**src/rtl/core/snp_prp_pkg.sv**
```systemverilog
// ----------------------------------------------------------------------------
// snp_prp_pkg
// shared constants and types of the snp packet receive parser
// ----------------------------------------------------------------------------
package snp_prp_pkg;

   localparam int MAX_WORDS_DEF = 15;

   localparam int BYTE_W  = 8;
   localparam int WORD_W  = 32;
   localparam int SUM_W   = 16;
   localparam int WIDX_W  = 4;
   localparam int BCNT_W  = 6;
   localparam int CSR_IDX_W = 4;

   localparam logic [BYTE_W-1:0] CH_S = 8'h73;
   localparam logic [BYTE_W-1:0] CH_N = 8'h6E;
   localparam logic [BYTE_W-1:0] CH_P = 8'h70;
   localparam logic [SUM_W-1:0]  HDR_SUM = 16'(CH_S) + 16'(CH_N) + 16'(CH_P);

   localparam logic [CSR_IDX_W-1:0] CSR_TARGET_ADDRESS = 4'd0;
   localparam logic [CSR_IDX_W-1:0] CSR_ONE_PER_BUFFER = 4'd1;

   // payload word write into the store
   typedef struct packed {
      logic              en;
      logic [WIDX_W-1:0] addr;
      logic [WORD_W-1:0] data;
   } store_wr_type;

   // packet finished, start of result emission
   typedef struct packed {
      logic              load;
      logic              status;
      logic              carries_data;
      logic [WIDX_W-1:0] count;
      logic [BYTE_W-1:0] type_code;
      logic [BYTE_W-1:0] reg_address;
      logic [SUM_W-1:0]  checksum;
   } emit_cmd_type;

endpackage

```
**src/rtl/core/snp_prp_req_if.sv**
```systemverilog
// ----------------------------------------------------------------------------
// snp_prp_req_if
// received byte channel
// ----------------------------------------------------------------------------
interface snp_prp_req_if;
   logic       valid;
   logic       ready;
   logic [7:0] rx_byte;
   logic       buffer_end;

   modport source (output valid, output rx_byte, output buffer_end, input ready);
   modport sink   (input valid, input rx_byte, input buffer_end, output ready);
endinterface

```
**src/rtl/core/snp_prp_rsp_if.sv**
```systemverilog
// ----------------------------------------------------------------------------
// snp_prp_rsp_if
// result channel, one word per register of a packet
// ----------------------------------------------------------------------------
interface snp_prp_rsp_if;
   logic        valid;
   logic        ready;
   logic        status;
   logic [7:0]  type_code;
   logic [7:0]  reg_address;
   logic        carries_data;
   logic [3:0]  word_index;
   logic [31:0] data_word;
   logic [15:0] checksum;
   logic        last;

   modport source (output valid, output status, output type_code, output reg_address,
                   output carries_data, output word_index, output data_word,
                   output checksum, output last, input ready);
   modport sink   (input valid, input status, input type_code, input reg_address,
                   input carries_data, input word_index, input data_word,
                   input checksum, input last, output ready);
endinterface

```
**src/rtl/core/snp_prp_csr_if.sv**
```systemverilog
// ----------------------------------------------------------------------------
// snp_prp_csr_if
// configuration register write channel
// ----------------------------------------------------------------------------
interface snp_prp_csr_if;
   logic       valid;
   logic       ready;
   logic [3:0] index;
   logic [7:0] data;

   modport source (output valid, output index, output data, input ready);
   modport sink   (input valid, input index, input data, output ready);
endinterface

```
**src/rtl/core/snp_prp_parser.sv**
```systemverilog
// ----------------------------------------------------------------------------
// snp_prp_parser
// header hunt, type and address check, checksum, payload word assembly
// ----------------------------------------------------------------------------
module snp_prp_parser #(
   parameter int MAX_WORDS = snp_prp_pkg::MAX_WORDS_DEF
) (
   input  logic                        clock,
   input  logic                        reset,
   input  logic                        accept,
   input  logic [7:0]                  rx_byte,
   input  logic                        buffer_end,
   input  logic [7:0]                  target_address,
   input  logic                        one_per_buffer,
   output snp_prp_pkg::store_wr_type   store_wr,
   output snp_prp_pkg::emit_cmd_type   emit_cmd
);

   typedef enum logic [3:0] {
      PH_HUNT, PH_GOT_S, PH_GOT_N, PH_TYPE, PH_ADDR, PH_PAYLOAD, PH_CK_HI, PH_CK_LO
   } phase_type;

   localparam logic [snp_prp_pkg::WIDX_W-1:0] MAX_W = snp_prp_pkg::WIDX_W'(MAX_WORDS);

   function automatic phase_type hunt_feed(input phase_type ph, input logic [7:0] b);
      phase_type r;
      r = PH_HUNT;
      if (b == snp_prp_pkg::CH_S) begin
         r = PH_GOT_S;
      end else if (ph == PH_GOT_S && b == snp_prp_pkg::CH_N) begin
         r = PH_GOT_N;
      end else if (ph == PH_GOT_N && b == snp_prp_pkg::CH_P) begin
         r = PH_TYPE;
      end
      return r;
   endfunction

   phase_type                          phase_ff, phase_in;
   logic                               skip_ff, skip_in;
   logic [7:0]                         type_ff, type_in;
   logic [7:0]                         addr_ff, addr_in;
   logic [snp_prp_pkg::BCNT_W-1:0]     len_ff, len_in;
   logic [snp_prp_pkg::WIDX_W-1:0]     words_ff, words_in;
   logic [snp_prp_pkg::BCNT_W-1:0]     cnt_ff, cnt_in;
   logic [15:0]                        sum_ff, sum_in;
   logic [7:0]                         ckhi_ff, ckhi_in;
   logic [23:0]                        asm_ff, asm_in;

   logic [snp_prp_pkg::WIDX_W-1:0]     words_calc;
   logic [snp_prp_pkg::BCNT_W-1:0]     cnt_inc;
   logic                               bad_sum;

   always_comb begin
      phase_in = phase_ff;
      skip_in  = skip_ff;
      type_in  = type_ff;
      addr_in  = addr_ff;
      len_in   = len_ff;
      words_in = words_ff;
      cnt_in   = cnt_ff;
      sum_in   = sum_ff;
      ckhi_in  = ckhi_ff;
      asm_in   = asm_ff;
      store_wr = '0;
      emit_cmd = '0;
      emit_cmd.type_code   = type_ff;
      emit_cmd.reg_address = addr_ff;
      emit_cmd.checksum    = sum_ff;

      words_calc = '0;
      if (rx_byte[7]) begin
         words_calc = rx_byte[6] ? rx_byte[5:2] : snp_prp_pkg::WIDX_W'(1);
      end
      cnt_inc = cnt_ff + snp_prp_pkg::BCNT_W'(1);
      bad_sum = ({ckhi_ff, rx_byte} != sum_ff);

      if (accept) begin
         if (!skip_ff) begin
            unique case (phase_ff)
               PH_TYPE: begin
                  type_in = rx_byte;
                  if (words_calc > MAX_W) begin
                     phase_in = hunt_feed(PH_HUNT, rx_byte);
                  end else begin
                     words_in = words_calc;
                     len_in   = {words_calc, 2'b00};
                     cnt_in   = '0;
                     sum_in   = snp_prp_pkg::HDR_SUM + 16'(rx_byte);
                     phase_in = PH_ADDR;
                  end
               end
               PH_ADDR: begin
                  addr_in = rx_byte;
                  if (rx_byte != target_address) begin
                     phase_in = hunt_feed(hunt_feed(PH_HUNT, type_ff), rx_byte);
                  end else begin
                     sum_in   = sum_ff + 16'(rx_byte);
                     phase_in = (len_ff == '0) ? PH_CK_HI : PH_PAYLOAD;
                  end
               end
               PH_PAYLOAD: begin
                  sum_in = sum_ff + 16'(rx_byte);
                  cnt_in = cnt_inc;
                  asm_in = {asm_ff[15:0], rx_byte};
                  if (cnt_ff[1:0] == 2'd3) begin
                     store_wr.en   = 1'b1;
                     store_wr.addr = cnt_ff[5:2];
                     store_wr.data = {asm_ff, rx_byte};
                  end
                  if (cnt_inc >= len_ff) begin
                     phase_in = PH_CK_HI;
                  end
               end
               PH_CK_HI: begin
                  ckhi_in  = rx_byte;
                  phase_in = PH_CK_LO;
               end
               PH_CK_LO: begin
                  emit_cmd.load         = 1'b1;
                  emit_cmd.status       = bad_sum;
                  emit_cmd.carries_data = !bad_sum && (words_ff != '0);
                  emit_cmd.count        = emit_cmd.carries_data ? words_ff
                                                                : snp_prp_pkg::WIDX_W'(1);
                  phase_in = PH_HUNT;
                  if (one_per_buffer) begin
                     skip_in = 1'b1;
                  end
               end
               default: begin
                  phase_in = hunt_feed(phase_ff, rx_byte);
               end
            endcase
         end
         if (buffer_end) begin
            phase_in = PH_HUNT;
            skip_in  = 1'b0;
         end
      end
   end

   always_ff @(posedge clock) begin
      if (reset) begin
         phase_ff <= PH_HUNT;
         skip_ff  <= 1'b0;
      end else begin
         phase_ff <= phase_in;
         skip_ff  <= skip_in;
      end
      type_ff  <= type_in;
      addr_ff  <= addr_in;
      len_ff   <= len_in;
      words_ff <= words_in;
      cnt_ff   <= cnt_in;
      sum_ff   <= sum_in;
      ckhi_ff  <= ckhi_in;
      asm_ff   <= asm_in;
   end

endmodule

```
**src/rtl/core/snp_prp_emitter.sv**
```systemverilog
// ----------------------------------------------------------------------------
// snp_prp_emitter
// payload word store, read sequencer and result output register
// ----------------------------------------------------------------------------
module snp_prp_emitter #(
   parameter int MAX_WORDS = snp_prp_pkg::MAX_WORDS_DEF
) (
   input  logic                        clock,
   input  logic                        reset,
   input  snp_prp_pkg::store_wr_type   store_wr,
   input  snp_prp_pkg::emit_cmd_type   emit_cmd,
   output logic                        idle,
   snp_prp_rsp_if.source               rsp_bus
);

   localparam int AW = (MAX_WORDS > 1) ? $clog2(MAX_WORDS) : 1;
   localparam int IW = snp_prp_pkg::WIDX_W;

   logic [31:0] mem [0:MAX_WORDS-1];

   // sequencer
   logic [IW-1:0] left_ff, left_in;
   logic [IW-1:0] idx_ff, idx_in;
   logic          status_ff, carries_ff;
   logic [7:0]    ptype_ff, addr_ff;
   logic [15:0]   sum_ff;

   // read stage
   logic          s1_valid_ff, s1_valid_in;
   logic [31:0]   rd_data_ff;
   logic [IW-1:0] s1_idx_ff;
   logic          s1_last_ff, s1_status_ff, s1_carries_ff;
   logic [7:0]    s1_ptype_ff, s1_addr_ff;
   logic [15:0]   s1_sum_ff;

   // output stage
   logic          out_valid_ff, out_valid_in;
   logic          out_status_ff, out_carries_ff, out_last_ff;
   logic [7:0]    out_ptype_ff, out_addr_ff;
   logic [IW-1:0] out_idx_ff;
   logic [31:0]   out_data_ff;
   logic [15:0]   out_sum_ff;

   logic move;
   logic issue;

   assign idle  = (left_ff == '0);
   assign move  = s1_valid_ff && (!out_valid_ff || rsp_bus.ready);
   assign issue = !idle && (!s1_valid_ff || move);

   always_comb begin
      left_in = left_ff;
      idx_in  = idx_ff;
      if (emit_cmd.load) begin
         left_in = emit_cmd.count;
         idx_in  = '0;
      end else if (issue) begin
         left_in = left_ff - IW'(1);
         idx_in  = idx_ff + IW'(1);
      end
      s1_valid_in  = issue ? 1'b1 : (move ? 1'b0 : s1_valid_ff);
      out_valid_in = move ? 1'b1 : (rsp_bus.ready ? 1'b0 : out_valid_ff);
   end

   always_ff @(posedge clock) begin
      if (store_wr.en) begin
         mem[store_wr.addr[AW-1:0]] <= store_wr.data;
      end
      if (issue) begin
         rd_data_ff <= mem[idx_ff[AW-1:0]];
      end
   end

   always_ff @(posedge clock) begin
      if (reset) begin
         left_ff      <= '0;
         s1_valid_ff  <= 1'b0;
         out_valid_ff <= 1'b0;
      end else begin
         left_ff      <= left_in;
         s1_valid_ff  <= s1_valid_in;
         out_valid_ff <= out_valid_in;
      end
      idx_ff <= idx_in;
      if (emit_cmd.load) begin
         status_ff  <= emit_cmd.status;
         carries_ff <= emit_cmd.carries_data;
         ptype_ff   <= emit_cmd.type_code;
         addr_ff    <= emit_cmd.reg_address;
         sum_ff     <= emit_cmd.checksum;
      end
      if (issue) begin
         s1_idx_ff     <= idx_ff;
         s1_last_ff    <= (left_ff == IW'(1));
         s1_status_ff  <= status_ff;
         s1_carries_ff <= carries_ff;
         s1_ptype_ff   <= ptype_ff;
         s1_addr_ff    <= addr_ff;
         s1_sum_ff     <= sum_ff;
      end
      if (move) begin
         out_status_ff  <= s1_status_ff;
         out_carries_ff <= s1_carries_ff;
         out_last_ff    <= s1_last_ff;
         out_ptype_ff   <= s1_ptype_ff;
         out_addr_ff    <= s1_addr_ff;
         out_idx_ff     <= s1_idx_ff;
         out_data_ff    <= s1_carries_ff ? rd_data_ff : '0;
         out_sum_ff     <= s1_sum_ff;
      end
   end

   assign rsp_bus.valid        = out_valid_ff;
   assign rsp_bus.status       = out_status_ff;
   assign rsp_bus.type_code    = out_ptype_ff;
   assign rsp_bus.reg_address  = out_addr_ff;
   assign rsp_bus.carries_data = out_carries_ff;
   assign rsp_bus.word_index   = out_idx_ff;
   assign rsp_bus.data_word    = out_data_ff;
   assign rsp_bus.checksum     = out_sum_ff;
   assign rsp_bus.last         = out_last_ff;

endmodule

```
**src/rtl/core/snp_packet_receive_parser.sv**
```systemverilog
// ----------------------------------------------------------------------------
// snp_packet_receive_parser
// framed register packet receiver: header hunt, checksum check, word output
// ----------------------------------------------------------------------------
//  channel   dir  word                                     accepted when
//  req_bus   in   rx_byte, buffer_end                      valid && ready
//  rsp_bus   out  status, type, address, index, data, sum  valid && ready
//  csr_bus   in   index, data                              valid (ready tied high)
//
//  one received byte per cycle while idle; after the byte that carries the low
//  checksum byte no input is taken until all result words (1 to MAX_WORDS) have
//  left the single read port of the payload word store, longer while rsp_bus
//  stalls. results leave through a read stage and an output register.
//  reset is synchronous; the payload store has no reset and needs no clearing.
// ----------------------------------------------------------------------------
module snp_packet_receive_parser #(
   parameter int MAX_WORDS = snp_prp_pkg::MAX_WORDS_DEF
) (
   input  logic          clock,
   input  logic          reset,
   snp_prp_req_if.sink   req_bus,
   snp_prp_rsp_if.source rsp_bus,
   snp_prp_csr_if.sink   csr_bus
);

   logic [7:0] target_ff;
   logic       opb_ff;
   logic       idle;
   logic       accept;

   snp_prp_pkg::store_wr_type store_wr;
   snp_prp_pkg::emit_cmd_type emit_cmd;

   assign csr_bus.ready = 1'b1;
   assign req_bus.ready = idle;
   assign accept        = req_bus.valid && idle;

   always_ff @(posedge clock) begin
      if (reset) begin
         target_ff <= '0;
         opb_ff    <= 1'b1;
      end else if (csr_bus.valid) begin
         unique case (csr_bus.index)
            snp_prp_pkg::CSR_TARGET_ADDRESS: target_ff <= csr_bus.data;
            snp_prp_pkg::CSR_ONE_PER_BUFFER: opb_ff    <= csr_bus.data[0];
            default: ;
         endcase
      end
   end

   snp_prp_parser #(
      .MAX_WORDS (MAX_WORDS)
   ) u_parser (
      .clock          (clock),
      .reset          (reset),
      .accept         (accept),
      .rx_byte        (req_bus.rx_byte),
      .buffer_end     (req_bus.buffer_end),
      .target_address (target_ff),
      .one_per_buffer (opb_ff),
      .store_wr       (store_wr),
      .emit_cmd       (emit_cmd)
   );

   snp_prp_emitter #(
      .MAX_WORDS (MAX_WORDS)
   ) u_emitter (
      .clock    (clock),
      .reset    (reset),
      .store_wr (store_wr),
      .emit_cmd (emit_cmd),
      .idle     (idle),
      .rsp_bus  (rsp_bus)
   );

endmodule

```
**src/flat_wrapper.sv**
```systemverilog
// flat-port wrapper written by rule: the top's interface ports become plain ports
module snp_packet_receive_parser_flat 
#(
   parameter int MAX_WORDS = snp_prp_pkg::MAX_WORDS_DEF
)
  (clock, reset, req_bus_valid, req_bus_rx_byte, req_bus_buffer_end, req_bus_ready, rsp_bus_valid, rsp_bus_status, rsp_bus_type_code, rsp_bus_reg_address, rsp_bus_carries_data, rsp_bus_word_index, rsp_bus_data_word, rsp_bus_checksum, rsp_bus_last, rsp_bus_ready, csr_bus_valid, csr_bus_index, csr_bus_data, csr_bus_ready);
  snp_prp_req_if req_bus_i ();
  snp_prp_rsp_if rsp_bus_i ();
  snp_prp_csr_if csr_bus_i ();
  input  logic clock;
  input  logic reset;
  input wire logic [$bits(req_bus_i.valid)-1:0] req_bus_valid;
  input wire logic [$bits(req_bus_i.rx_byte)-1:0] req_bus_rx_byte;
  input wire logic [$bits(req_bus_i.buffer_end)-1:0] req_bus_buffer_end;
  output wire logic [$bits(req_bus_i.ready)-1:0] req_bus_ready;
  output wire logic [$bits(rsp_bus_i.valid)-1:0] rsp_bus_valid;
  output wire logic [$bits(rsp_bus_i.status)-1:0] rsp_bus_status;
  output wire logic [$bits(rsp_bus_i.type_code)-1:0] rsp_bus_type_code;
  output wire logic [$bits(rsp_bus_i.reg_address)-1:0] rsp_bus_reg_address;
  output wire logic [$bits(rsp_bus_i.carries_data)-1:0] rsp_bus_carries_data;
  output wire logic [$bits(rsp_bus_i.word_index)-1:0] rsp_bus_word_index;
  output wire logic [$bits(rsp_bus_i.data_word)-1:0] rsp_bus_data_word;
  output wire logic [$bits(rsp_bus_i.checksum)-1:0] rsp_bus_checksum;
  output wire logic [$bits(rsp_bus_i.last)-1:0] rsp_bus_last;
  input wire logic [$bits(rsp_bus_i.ready)-1:0] rsp_bus_ready;
  input wire logic [$bits(csr_bus_i.valid)-1:0] csr_bus_valid;
  input wire logic [$bits(csr_bus_i.index)-1:0] csr_bus_index;
  input wire logic [$bits(csr_bus_i.data)-1:0] csr_bus_data;
  output wire logic [$bits(csr_bus_i.ready)-1:0] csr_bus_ready;
  assign req_bus_i.valid = req_bus_valid;
  assign req_bus_i.rx_byte = req_bus_rx_byte;
  assign req_bus_i.buffer_end = req_bus_buffer_end;
  assign req_bus_ready = req_bus_i.ready;
  assign rsp_bus_valid = rsp_bus_i.valid;
  assign rsp_bus_status = rsp_bus_i.status;
  assign rsp_bus_type_code = rsp_bus_i.type_code;
  assign rsp_bus_reg_address = rsp_bus_i.reg_address;
  assign rsp_bus_carries_data = rsp_bus_i.carries_data;
  assign rsp_bus_word_index = rsp_bus_i.word_index;
  assign rsp_bus_data_word = rsp_bus_i.data_word;
  assign rsp_bus_checksum = rsp_bus_i.checksum;
  assign rsp_bus_last = rsp_bus_i.last;
  assign rsp_bus_i.ready = rsp_bus_ready;
  assign csr_bus_i.valid = csr_bus_valid;
  assign csr_bus_i.index = csr_bus_index;
  assign csr_bus_i.data = csr_bus_data;
  assign csr_bus_ready = csr_bus_i.ready;
  snp_packet_receive_parser #(.MAX_WORDS(MAX_WORDS)) u_core (.clock(clock), .reset(reset), .req_bus(req_bus_i), .rsp_bus(rsp_bus_i), .csr_bus(csr_bus_i));
endmodule
```
**config.mk**
```make
export PLATFORM = sky130hd
export DESIGN_NAME = snp_packet_receive_parser_flat
export DESIGN_NICKNAME = d
export VERILOG_FILES = /design/src/rtl/core/snp_prp_pkg.sv /design/src/rtl/core/snp_prp_req_if.sv /design/src/rtl/core/snp_prp_rsp_if.sv /design/src/rtl/core/snp_prp_csr_if.sv /design/src/rtl/core/snp_prp_parser.sv /design/src/rtl/core/snp_prp_emitter.sv /design/src/rtl/core/snp_packet_receive_parser.sv /design/src/flat_wrapper.sv
export SDC_FILE = /design/constraint.sdc
export NUM_CORES = 1
export LEC_CHECK = 0
export BUFFER_PORTS_ARGS = -buffer_cell sky130_fd_sc_hd__buf_2
export CORE_AREA = 2 2 256 258
export DETAILED_ROUTE_END_ITERATION = 16
export DIE_AREA = 0 0 258 260
export PLACE_DENSITY = 0.7
export SETUP_SLACK_MARGIN = 0.02
export SYNTH_ARGS = -nofsm -noshare
export SYNTH_HDL_FRONTEND = slang
export SYNTH_SLANG_ARGS = --single-unit
```
**constraint.sdc**
```tcl
create_clock -name clock -period 7.7 [get_ports clock]
set_input_delay 2.31 -clock clock [delete_from_list [all_inputs] [get_ports clock]]
set_output_delay 2.31 -clock clock [all_outputs]
set_load 0.01 [all_outputs]
```
## Yosys cells after proc, flatten, opt, wreduce, memory -nomap -nowiden

Memories as Yosys holds them, arrays and structs flattened. A register that Yosys moved wholly into a read port is not among the register bits.
Cells that the tools add are included.

| word-level totals | value |
|---|---|
| flip-flop bits (word level) | 242 |
| memory bits (writable) | 480 |
| memories kept | 1 |

Memory list:

| name | depth | bits a word | rd ports | clocked after Yosys merged registers in | write ports | line | text |
|---|---|---|---|---|---|---|---|
| u_core.u_emitter.mem | 15 | 32 | 1 | 1 | 1 | snp_prp_emitter.sv:19 | `logic [31:0] mem [0:MAX_WORDS-1];` |

| cells by class | value |
|---|---|
| add/sub/neg operators | 5 |
| order comparisons | 2 |
| eq/ne operators | 22 |
| multiplexer cells | 46 |
| bitwise logic cells | 4 |
| reduce and logical (&&, ||, !) cells | 34 |

Operators with widths:

| operator | count |
|---|---|
| $mux 37 | 4 |
| $mux 4 | 14 |
| $pmux 16 s3 | 1 |
| $eq 8x7->1 const B | 4 |
| $mux 16 | 2 |
| $mux 7 | 3 |
| $pmux 4 s5 | 1 |
| $add 16x8->16 | 1 |
| $eq 4x1->1 const B | 4 |
| $eq 4x3->1 const B | 4 |
| $ne 16x16->1 | 1 |
| $reduce_and 3->1 | 5 |
| $mux 2 | 7 |
| $eq 4x2->1 const B | 3 |
| $mux 1 | 12 |
| $pmux 6 s2 | 1 |
| $add 9x8->10 const A | 1 |
| $logic_and 1x1->1 | 8 |
| $logic_not 4->1 | 2 |
| $ne 8x8->1 | 1 |
| $reduce_and 4->1 | 2 |
| $reduce_bool 2->1 | 4 |
| $add 6x1->6 const B | 1 |
| $ge 6x6->1 | 1 |
| 16 further kinds | 26 |

## Logic depth before layout (Yosys ltp)

Gate-level depths: netlist of the first run.

| depth | value |
|---|---|
| word-level depth | 15 |
| mapped depth | 9 |
| depth with buffers taken out | 9 |

## Cells and area by module

A second synthesis of the first run with hierarchy kept.

| unflattened totals | value |
|---|---|
| cells, all modules | 1534 |
| area, all modules | 29286.8 um2 |

Modules (own cells, without submodules):

| module | instances | cells each | area each (um2) |
|---|---|---|---|
| snp_prp_emitter | 1 | 1117 | 24474.7 |
| snp_prp_parser | 1 | 375 | 4370.4 |
| snp_packet_receive_parser | 1 | 42 | 441.7 |

## Worst setup path before layout of the first run

No wires, ideal clock.

| timing path | value |
|---|---|
| kind | input -> register |
| start | input port rsp_bus_ready |
| end | register u_core.u_emitter.out_carries_ff, in the netlist u_core.u_emitter.rsp_bus.carries_data, enable pin |
| arrival time | 5.549 ns |
| path slack | 1.642 ns |
| stages | 2 |
| path buffers | 0 |
| path through | nor2b_1 > nor2b_1 |

| on the way | value |
|---|---|
| word-level cells in the longest chain between the ends | 2 |

RTL lines:

| item | line | text |
|---|---|---|
| from (decl) | flat_wrapper.sv:25 | `input wire logic [$bits(rsp_bus_i.ready)-1:0] rsp_bus_ready;` |
| $logic_or 1x1->1 | snp_prp_emitter.sv:48 | `assign move = s1_valid_ff && (!out_valid_ff \|\| rsp_bus.ready);` |
| $logic_and 1x1->1 | snp_prp_emitter.sv:48 |  |
| net u_core.u_emitter.move | snp_prp_emitter.sv:44 | `logic move;` |
| to (signal assigned) | snp_prp_emitter.sv:103 | `out_carries_ff <= s1_carries_ff;` |
| to (decl) | snp_prp_emitter.sv:38 | `logic out_status_ff, out_carries_ff, out_last_ff;` |

The timed path passes the listed nets, and every way through them passes these cells.
A chain may end at the register's enable or synchronous reset.

## Final worst setup path of the first run

| timing path | value |
|---|---|
| start | input port req_bus_valid |
| end | memory u_core.u_emitter.mem[6][11], enable pin |

| on the way | value |
|---|---|
| word-level cells in the longest chain between the ends | 4 |

RTL lines:

| item | line | text |
|---|---|---|
| from (decl) | flat_wrapper.sv:12 | `input wire logic [$bits(req_bus_i.valid)-1:0] req_bus_valid;` |
| $logic_and 1x1->1 * | snp_packet_receive_parser.sv:36 | `assign accept = req_bus.valid && idle;` |
| $mux 37 * | snp_prp_parser.sv:77 | `if (accept) begin` |
| $mux 1 | snp_prp_emitter.sv:66 | `if (store_wr.en) begin` |
| $mux 1 (not written as such) | snp_prp_emitter.sv:67 | `mem[store_wr.addr[AW-1:0]] <= store_wr.data;` |
| to (decl) | snp_prp_emitter.sv:19 |  |

Mark *: on every way between the ends. The rest lies on a longest branch, timed or not.

==> flow_summary.yaml, run 1 <==
sta:
  final-hold-violation-count: 0
  drv_slew: 0
  tightest_slew_ns: 1.309
  final.setup.tns_ns: 0
  hold_slack_ns: 0.4159
  post-route-period-util_pct: 62.30
  rsz0062_at_grt: "no"
  final.setup_skew_ns: 0.02087
  period_minus_slack_ns: 4.797
  max-slew-margin-rel_pct: 12.49
  setup_ws_ns: 2.903
  finalSetupViolations: 0
  clock.fmax_mhz: 208.5
global_routing:
  grt_pass1_vias: 13720
  antenna_found_initial: 0
  grt_max_degree: 91
  gr-total-overflow: 0
  grtUsageTotal_pct: 16.85
  grt_pass1_wl_um: 84370
synth:
  synth_xor_area_share_pct: 1.220
  synth-edff-count: 730
  synth-main-ff-cell: "edfxtp_1"
  yosysSeqAreaShare_pct: 77.94
  synthMuxAreaShare_pct: 11.50
  synth_seq_cells: 753
  synth-simple-area-share_pct: 4.806
  synth_top_family_by_area: "multiplexers"
  avgSynthCellArea_sq_um: 20.17
  async_reset_ff_share_pct: 0
  synthAdderAreaFrac_pct: 0.9847
  netlist_instances: 1424
  synth_compound_area_share_pct: 2.152
  yosysWarnings: 0
  netlist_area_sq_um: 28720
  yosysUniqueCellTypes: 66
  synth_fp_nets: 1472
placement:
  io_buffers: 98
  dpl.hpwl_um: 32910
  gp_congestion: 0.8067
  dpl_worst_slack_ns: 2.267
  place_area_sq_um: 30270
clocking:
  cts_tree: "built"
  hold_buffers: 0
  cts.sinks: 753
  cts_max_level: 3
  cts_buffers: 72
  clk_latency_ns: 0.61
  path_clk_slew_ns: 0.06
  cts_setup_buffers: 0
  root_buffer: "clkbuf_16"
  cts_resized: 0
  clockBufferDepth: 3
worst_setup_path:
  path_buf_inv: 3
  slowest_stage: "nor3_2"
  slowest_delay_ns: 0.92
  crit_chain: "buf_2 > nor2b_1 > nand2_2 > nor3_2 > buf_4 > nand3_1 > nor3_2 > buf_4"
  critPathTopFamily: "simple AND/OR/NAND/NOR gates"
  end_kind: "flop"
  path_max_fanout: 33
  required_ns: 7.95
  criticalPathCategory: "input port to flop"
  critPathLaunchType: "input port"
  cp.arrival_ns: 5.05
floorplanning:
  die_w_um: 258
  core_sq_um: 64120
  start_util_pct: 44.79
  rows: 93
  die_h_um: 260
  die-area_sq_um: 67080
  ios: 100
power_and_ir_drop:
  powerDensity_nw_per_um2: 308.7
  irDropWorstVdd_mv: 0.2513
  leakagePower_nw: 9.415
  finalPower_mw: 10.07
final_layout:
  final_cell_mix: "edfxtp_1 (730), mux4_2 (128), buf_2 (98)"
  area.growth.synth_to_final_pct: 13.64
  drive_gt1_share_pct: 24.04
  layout_commonest_cell: "edfxtp_1"
  final_nets: 1599
  antenna_cells: 0
  finalInstanceArea_sq_um: 32640
min_path:
  hold_path.class: "flop to flop"
detailed_routing:
  drt_pass1_iterations: 7
  routed_wl_um: 56190
  avgViaCountPerCell: 5.414
  wire_per_inst_um: 22.79
  ant_nets: 0
  drc: 0
  vias: 13350
  drt-initial-drc-count: 1360
run_status:
  status: "completed"
flow_run:
  drv_cap: 0
## cell families (layout without fill, tap and decap cells)
kind of cell | after synthesis | count (layout)
DFF | 753 | 753
and+or+nand+nor | 253 | 253
muxes | 170 | 170
AOI/OAI and AO/OA | 101 | 101
buffers and inverters | 84 | 270
xor gates and xnor gates | 40 | 40
adders and majority gates | 22 | 22
other | 1 | 1
## report_power, final
group          switching (mW)  total [mW]  leakage (nW)  internal (mW)
clock network            1.48        3.49          1.15           2.01
logic                   0.836        1.43          2.41          0.597
registers               0.241        5.15          5.85           4.91
total                    2.56        10.1          9.42           7.52
## path summary, 6_finish.rpt
kind	startpoint	to	slack [ns]	depth (start not counted)
setup / recovery	req_bus_valid	u_core.u_emitter.mem[6][11]	2.90	8
hold / removal	u_core.u_parser.addr_ff[7]	u_core.u_emitter.addr_ff[7]	0.42	0
setup reg to reg	u_core.u_emitter.left_ff[0]	u_core.u_emitter.mem[6][11]	3.82	9
hold reg to reg	u_core.u_parser.addr_ff[7]	u_core.u_emitter.addr_ff[7]	0.42	0
## state kept, by name, summed over array words and instances, names as in the netlist, 6 cells and up
register / cells
u_core.target_ff: 8
u_core.u_emitter.addr_ff: 8
u_core.u_emitter.mem: 480
u_core.u_emitter.ptype_ff: 8
u_core.u_emitter.rd_data_ff: 32
u_core.u_emitter.rsp_bus.checksum: 16
u_core.u_emitter.rsp_bus.data_word: 32
u_core.u_emitter.rsp_bus.reg_address: 8
u_core.u_emitter.rsp_bus.type_code: 8
u_core.u_emitter.s1_addr_ff: 8
u_core.u_emitter.s1_ptype_ff: 8
u_core.u_emitter.s1_sum_ff: 16
u_core.u_emitter.sum_ff: 16
u_core.u_parser.addr_ff: 8
u_core.u_parser.asm_ff: 24
u_core.u_parser.ckhi_ff: 8
u_core.u_parser.cnt_ff: 6
u_core.u_parser.sum_ff: 16
u_core.u_parser.type_ff: 8
## cell usage after synthesis (12+ instances only)
master,number,area share (%)
clkbuf_1,37,0.48
and2_1,62,1.4
nor3_1,14,0.24
mux4_2,128,10
a21oi_1,23,0.40
xor2_1,17,0.52
buf_2,12,0.21
o21ai_1,32,0.56
o21ai_0,12,0.21
edfxtp_1,730,76
dfxtp_1,23,1.6
xnor2_1,23,0.70
nand2_1,51,0.67
nor2_1,47,0.61
mux2i_1,42,1.5
inv_1,16,0.21
ha_1,21,0.91
## layout make-up
cell class,instances,area [sq um]
fill,4949,31480
sequential,753,22390
multi-input combinational,587,6072
clock buffer,85,1893
tap,855,1070
timing repair buffer,121,675.6
clock inverter,48,473.0
inverter,16,60.06
## stage by stage
stage                     instances  utilization (%)
after floorplan                1424                -
after global placement         2332            47.21
after detailed placement       2332            47.21
after CTS                      2465            50.90
after global routing           2465            50.90
final                          2465            50.90
## routing by layer
layer	global-route usage (%)	part of all wire, %	vias up
li1	-	-	5974
met1	21.19	40	6901
met2	29.69	53	378
met3	3.041	4.7	93
met4	5.475	2.3	0
met5	0	0	-
## worst register-to-register path: stages (launching register included)
cell and delay, ns:
dfxtp_1 0.33, inv_1 0.10, ha_1 0.18, nor3b_4 0.51, nand2_2 0.24, nor3_2 0.17
buf_4 0.32, nand3_1 0.28, nor3_2 0.92, buf_4 0.48
Note: power is estimated with default switching activity, not from simulation.
==> inputs of run 2 (changes only) <==
- ABC_AREA: unset -> 1
- CORE_AREA: 2 2 256 258 -> 2 2 258 260
- DIE_AREA: 0 0 258 260 -> 0 0 260 262
- PLACE_DENSITY: 0.7 -> 0.72
- clock period: 7.7 -> 4.4 ns (I/O delays scaled with it)
==> run 2 against run 1 <==
Compared with the run above: register-to-register slack got worse by 2.6 ns; clock-buffer cell count rose by 2; non-clock buffer count rose by 48; via count rose by 35%; die area rose by 1.6%; power rose by 100%; clock power rose by 81%; worst hold slack got worse by 0.0013 ns; worst setup slack got worse by 1.7 ns; critical path type unchanged; critical endpoint is now u_core.u_emitter.mem[5][26].
==> flow_summary.yaml, run 2 <==
run_status:
  status: "completed"
placement:
  io_buffers: 98
  dpl_worst_slack_ns: 0.5894
  gp_congestion: 0.8838
  dpl.hpwl_um: 40060
  dpl.cell_count: 3103
clocking:
  cts_tree: "built"
  path_clk_slew_ns: 0.06
  cts_max_level: 3
  cts_buffers: 76
  clk_latency_ns: 0.64
  hold_buffers: 0
  cts.sinks: 753
  root_buffer: "clkbuf_16"
  cts_setup_buffers: 0
  clockBufferDepth: 3
  cts_resized: 0
detailed_routing:
  wire_per_inst_um: 20.98
  routed_wl_um: 67880
  avgViaCountPerCell: 5.578
  drt_pass1_iterations: 6
  drt-initial-drc-count: 1997
  drc: 0
  vias: 18050
  ant_nets: 0
global_routing:
  grt_pass1_vias: 17650
  grt_max_degree: 194
  grtUsageTotal_pct: 19.85
  antenna_found_initial: 0
  grt_use_met3_pct: 3.482
  grt_pass1_wl_um: 102200
  grt_use_met1_pct: 26.42
  top_usage_layer: "met2"
  gr-total-overflow: 0
  grt_use_met2_pct: 32.62
sta:
  period_minus_slack_ns: 3.186
  drv_slew: 0
  post-route-period-util_pct: 72.40
  max-slew-margin-rel_pct: 24.69
  tightest_slew_ns: 1.127
  clock.fmax_mhz: 313.9
  final.setup_skew_ns: 0.02080
  setup_ws_ns: 1.214
  final.setup.tns_ns: 0
  final-hold-violation-count: 0
  finalSetupViolations: 0
  rsz0062_at_grt: "no"
floorplanning:
  core_sq_um: 65280
  start_util_pct: 44.71
  die-area_sq_um: 68120
  die_h_um: 262
  die_w_um: 260
  ios: 100
  rows: 94
synth:
  yosysMostFrequentCell: "edfxtp_1"
  yosysUniqueCellTypes: 44
  avgSynthCellArea_sq_um: 13.39
  synth_seq_cells: 753
  yosysWarnings: 0
  synth_fp_nets: 2228
  async_reset_ff_share_pct: 0
  synth-simple-area-share_pct: 9.015
  netlist_area_sq_um: 29190
  synth_common_cells: "edfxtp_1 (730), nor2_1 (303), nand2_1 (263), o21ai_0 (242), inv_1 (126)"
  yosys-top-cells-area: "edfxtp_1 (75%), o21ai_0 (4.1%), nor2_1 (3.9%)"
  synth_top_family_by_area: "compound AO/OA/AOI/OAI gates"
  yosysTopAreaCell: "edfxtp_1"
  synth-main-ff-cell: "edfxtp_1"
  synth_xor_area_share_pct: 0.3901
  synth-edff-count: 730
  synthMuxAreaShare_pct: 0
  netlist_instances: 2180
  synth_compound_area_share_pct: 9.628
  synth_top_area_share_pct: 75.11
  yosysSeqAreaShare_pct: 76.68
  synthAdderAreaFrac_pct: 0.9688
worst_setup_path:
  slowest_delay_ns: 0.55
  criticalPathCategory: "input port to flop"
  critPathLaunchType: "input port"
  end_kind: "flop"
  slowest_stage: "nor2_4"
  crit_chain: "buf_2 > inv_2 > nor2_4 > nand2_4 > nor2_2 > buf_4 > nand2_1 > inv_1 > nand2_1 > nor2_4 > buf_12"
  cp.arrival_ns: 3.51
  path_max_fanout: 26
  required_ns: 4.73
power_and_ir_drop:
  irDropWorstVdd_mv: 0.4521
  leakagePower_nw: 11.64
  powerDensity_nw_per_um2: 604.1
final_layout:
  drive_gt1_share_pct: 13.49
  regArea_sq_um: 22390
  largest_reg_flops: 480
  fill_cells: 5279
  final_nets: 2365
  final_cell_mix: "edfxtp_1 (730), nor2_1 (290), nand2_1 (263)"
  antenna_cells: 0
  layout_commonest_cell: "edfxtp_1"
  area.growth.synth_to_final_pct: 14.87
  multiInputGateArea_sq_um: 5973
  fin_cells: 3236
flow_run:
  drv_cap: 0
min_path:
  hold_path.class: "flop to flop"
## run 2: changes by cell type after synthesis, moves of 42 or more
cell,change
and2_1,-62
nor2_1,+256
mux4_2,-128
o21ai_0,+230
nand2_1,+212
o221ai_1,+63
inv_1,+110
a21oi_1,+86
clkbuf_1,+49
mux2i_1,-42
## run 2: path summary, 6_finish.rpt
check / end / cells after the start / slack (ns) / from
worst min-delay path: u_core.u_emitter.s1_addr_ff[0] / 0 / 0.41 / u_core.u_emitter.addr_ff[0]
worst max-delay path: u_core.u_emitter.mem[5][26] / 11 / 1.21 / req_bus_valid
worst max register to register: u_core.u_emitter.mem[5][26] / 12 / 1.26 / u_core.u_emitter.left_ff[0]
worst min register to register: u_core.u_emitter.s1_addr_ff[0] / 0 / 0.41 / u_core.u_emitter.addr_ff[0]
## run 2: layer usage
| metal | wire (um) | vias to the layer above |
|---|---|---|
| met2 | 32810 | 887 |
| met1 | 27010 | 8842 |
| met4 | 2143 | 0 |
| li1 | - | 8192 |
| met5 | 0 | - |
| met3 | 5924 | 130 |
## run 2: stage by stage
step / area (sq um) / util (%) / hold WS (ns) / power (mW)
floorplan: 29210 / - / 0.4003 / 12.21
global placement: 31060 / 47.58 / 0.4018 / 13.91
detailed placement: 31060 / 47.58 / 0.4045 / 14.06
CTS: 33530 / 51.36 / 0.4180 / 20.39
global route: 33530 / 51.36 / 0.4260 / 21.22
finish: 33530 / 51.36 / 0.4146 / 20.25
## run 2: layout make-up
type | count | area share (%)
clock buffer | 87 | 5.796
clock inverter | 46 | 1.567
inverter | 139 | 1.575
multi-input combinational | 1178 | 17.82
sequential | 753 | 66.78
tap | 864 | 3.224
timing repair buffer | 169 | 3.239
## run 2: critical path: cells and delay by family
kind / cells / cell delay [ns]
simple gates: 6 / 1.35
buf+inv: 5 / 0.81
## run 2: cells by family (layout without fill, tap and decap cells)
family / Yosys count / count (layout)
buffers and inverters: 249 / 441
xor gates and xnor gates: 13 / 13
DFF: 753 / 753
AOI/OAI and AO/OA: 488 / 488
adders and majority gates: 22 / 22
other: 1 / 1
and+or+nand+nor: 654 / 654
## run 2: where the power goes
part           switching, mW  internal, mW
registers              0.372          8.72
logic                   3.46          1.38
clock network           2.74          3.58
==> inputs of run 3 (changes only) <==
- PLACE_DENSITY: 0.72 -> 0.7
- clock period: 4.4 -> 3.3 ns (I/O delays scaled with it)
==> run 3 against run 2 <==
Compared with the run above: cell count up 0.59%; clock skew up 0.0016 ns; worst setup slack worse by 0.81 ns; power up 34%; cell area up 0.94%; first-iteration DRC count down 2.7%; critical path depth down 1; sequential power up 31%; clock-buffer cell count down 1; clock power up 35%; die area unchanged; flip-flop and latch count unchanged; largest power group unchanged.
==> flow_summary.yaml, run 3 (synthesis results as in run 2) <==
worst_setup_path:
  reg2reg_slack_ns: 0.40
  required_ns: 3.65
  slowest_delay_ns: 0.72
  end_kind: "flop"
  crit_chain: "inv_1 > ha_1 > nand3_2 > nor2_4 > nand2_4 > nor2_4 > nand2_2 > a21oi_1 > nor2_4 > buf_12"
  critPathTopFamily: "simple AND/OR/NAND/NOR gates"
  path_buf_inv: 2
  critPathLaunchType: "flop"
  critical-path-top-cell-by-count: "nor2_4"
  criticalPathCategory: "flop to flop"
  slowest_stage: "a21oi_1"
  path_max_fanout: 25
  cp.arrival_ns: 3.25
sta:
  max-slew-margin-rel_pct: 36.01
  final.setup_skew_ns: 0.02239
  final.setup.tns_ns: 0
  final-hold-violation-count: 0
  finalSetupViolations: 0
  tightest_slew_ns: 0.9540
  period_minus_slack_ns: 2.899
  post-route-period-util_pct: 87.83
  drv_slew: 0
  clock.fmax_mhz: 345.0
  rsz0062_at_grt: "no"
detailed_routing:
  drt-initial-drc-count: 1943
  drt_pass1_iterations: 6
  wire_per_inst_um: 20.91
  avgViaCountPerCell: 5.553
  drc: 0
  ant_nets: 0
  routed_wl_um: 68060
  vias: 18070
power_and_ir_drop:
  powerDensity_nw_per_um2: 799.1
  leakagePower_nw: 11.76
  irDropWorstVdd_mv: 0.7287
  finalPower_mw: 27.04
clocking:
  hold_buffers: 0
  cts_tree: "built"
  clockBufferDepth: 3
  cts_max_level: 3
  clk_latency_ns: 0.62
  cts_setup_buffers: 0
  path_clk_slew_ns: 0.06
  cts.sinks: 753
  root_buffer: "clkbuf_16"
  cts_resized: 0
  cts_buffers: 76
global_routing:
  grt_use_met1_pct: 26.38
  grt_pass1_wl_um: 103400
  grt_pass1_vias: 17940
  grt_use_met2_pct: 33.78
  grtUsageTotal_pct: 19.92
  antenna_found_initial: 0
  gr-total-overflow: 0
  top_usage_layer: "met2"
  grt_max_degree: 176
  grt_use_met3_pct: 3.279
placement:
  dpl.hpwl_um: 40380
  gp_congestion: 0.8684
  io_buffers: 98
run_status:
  status: "completed"
floorplanning:
  rows: 94
  die_h_um: 262
  die_w_um: 260
  ios: 100
  die-area_sq_um: 68120
  start_util_pct: 44.71
  core_sq_um: 65280
final_layout:
  fin_util_pct: 51.85
  final_cell_mix: "edfxtp_1 (730), nor2_1 (290), nand2_1 (261)"
  antenna_cells: 0
  largest_reg_flops: 480
  drive_gt1_share_pct: 14.35
  layout_commonest_cell: "edfxtp_1"
  multiInputGateArea_sq_um: 5998
  regArea_sq_um: 22390
  final_nets: 2378
  area.growth.synth_to_final_pct: 15.96
  fill_cells: 5303
flow_run:
  drv_cap: 0
min_path:
  hold_path.class: "flop to flop"
-- run 3: changes by cell type in the layout (fill, tap and decap cells not counted), moves of 3 or more --
cell        previous run  this run
buf_12                 5        19
clkinvlp_4             4         7
clkinv_16              3         0
clkinv_1              15        19
-- run 3: power breakdown --
group | internal (mW) | switching [mW] | leakage [nW]
clock network | 4.88 | 3.63 | 1.20
logic | 1.91 | 4.73 | 3.75
registers | 11.6 | 0.269 | 6.82
-- run 3: routing by layer --
layer	up-vias	wire length [um]
met2	848	33900
met3	93	5497
li1	8240	-
met4	0	1492
met1	8893	27180
met5	-	0
-- run 3: area by class of cell --
type / count / area share (%)
multi-input cells: 1178 / 17.72
clock inverters: 53 / 1.523
inverters: 139 / 1.590
repair buffers: 182 / 4.015
well taps: 864 / 3.194
flip-flops and latches: 753 / 66.16
clock buffers: 86 / 5.793
-- run 3: worst paths after layout --
check,from,to,depth (start not counted)
min,u_core.u_emitter.sum_ff[15],u_core.u_emitter.s1_sum_ff[15],0
min reg2reg,u_core.u_emitter.sum_ff[15],u_core.u_emitter.s1_sum_ff[15],0
max reg2reg,u_core.u_emitter.left_ff[0],u_core.u_emitter.mem[2][30],10
max,u_core.u_emitter.left_ff[0],u_core.u_emitter.mem[2][30],10
-- run 3: stage by stage --
step | area [sq um] | setup slack (ns) | hold WS (ns) | std cells
finish | 33840 | 0.4015 | 0.4169 | 3255
global route | 33840 | 0.1891 | 0.4225 | 3255
CTS | 33840 | 0.4076 | 0.4168 | 3255
detailed placement | 31370 | 0.08235 | 0.4045 | 3116
global placement | 31370 | 0.1671 | 0.4000 | 3116
floorplan | 29350 | 0.005227 | 0.4003 | 2180
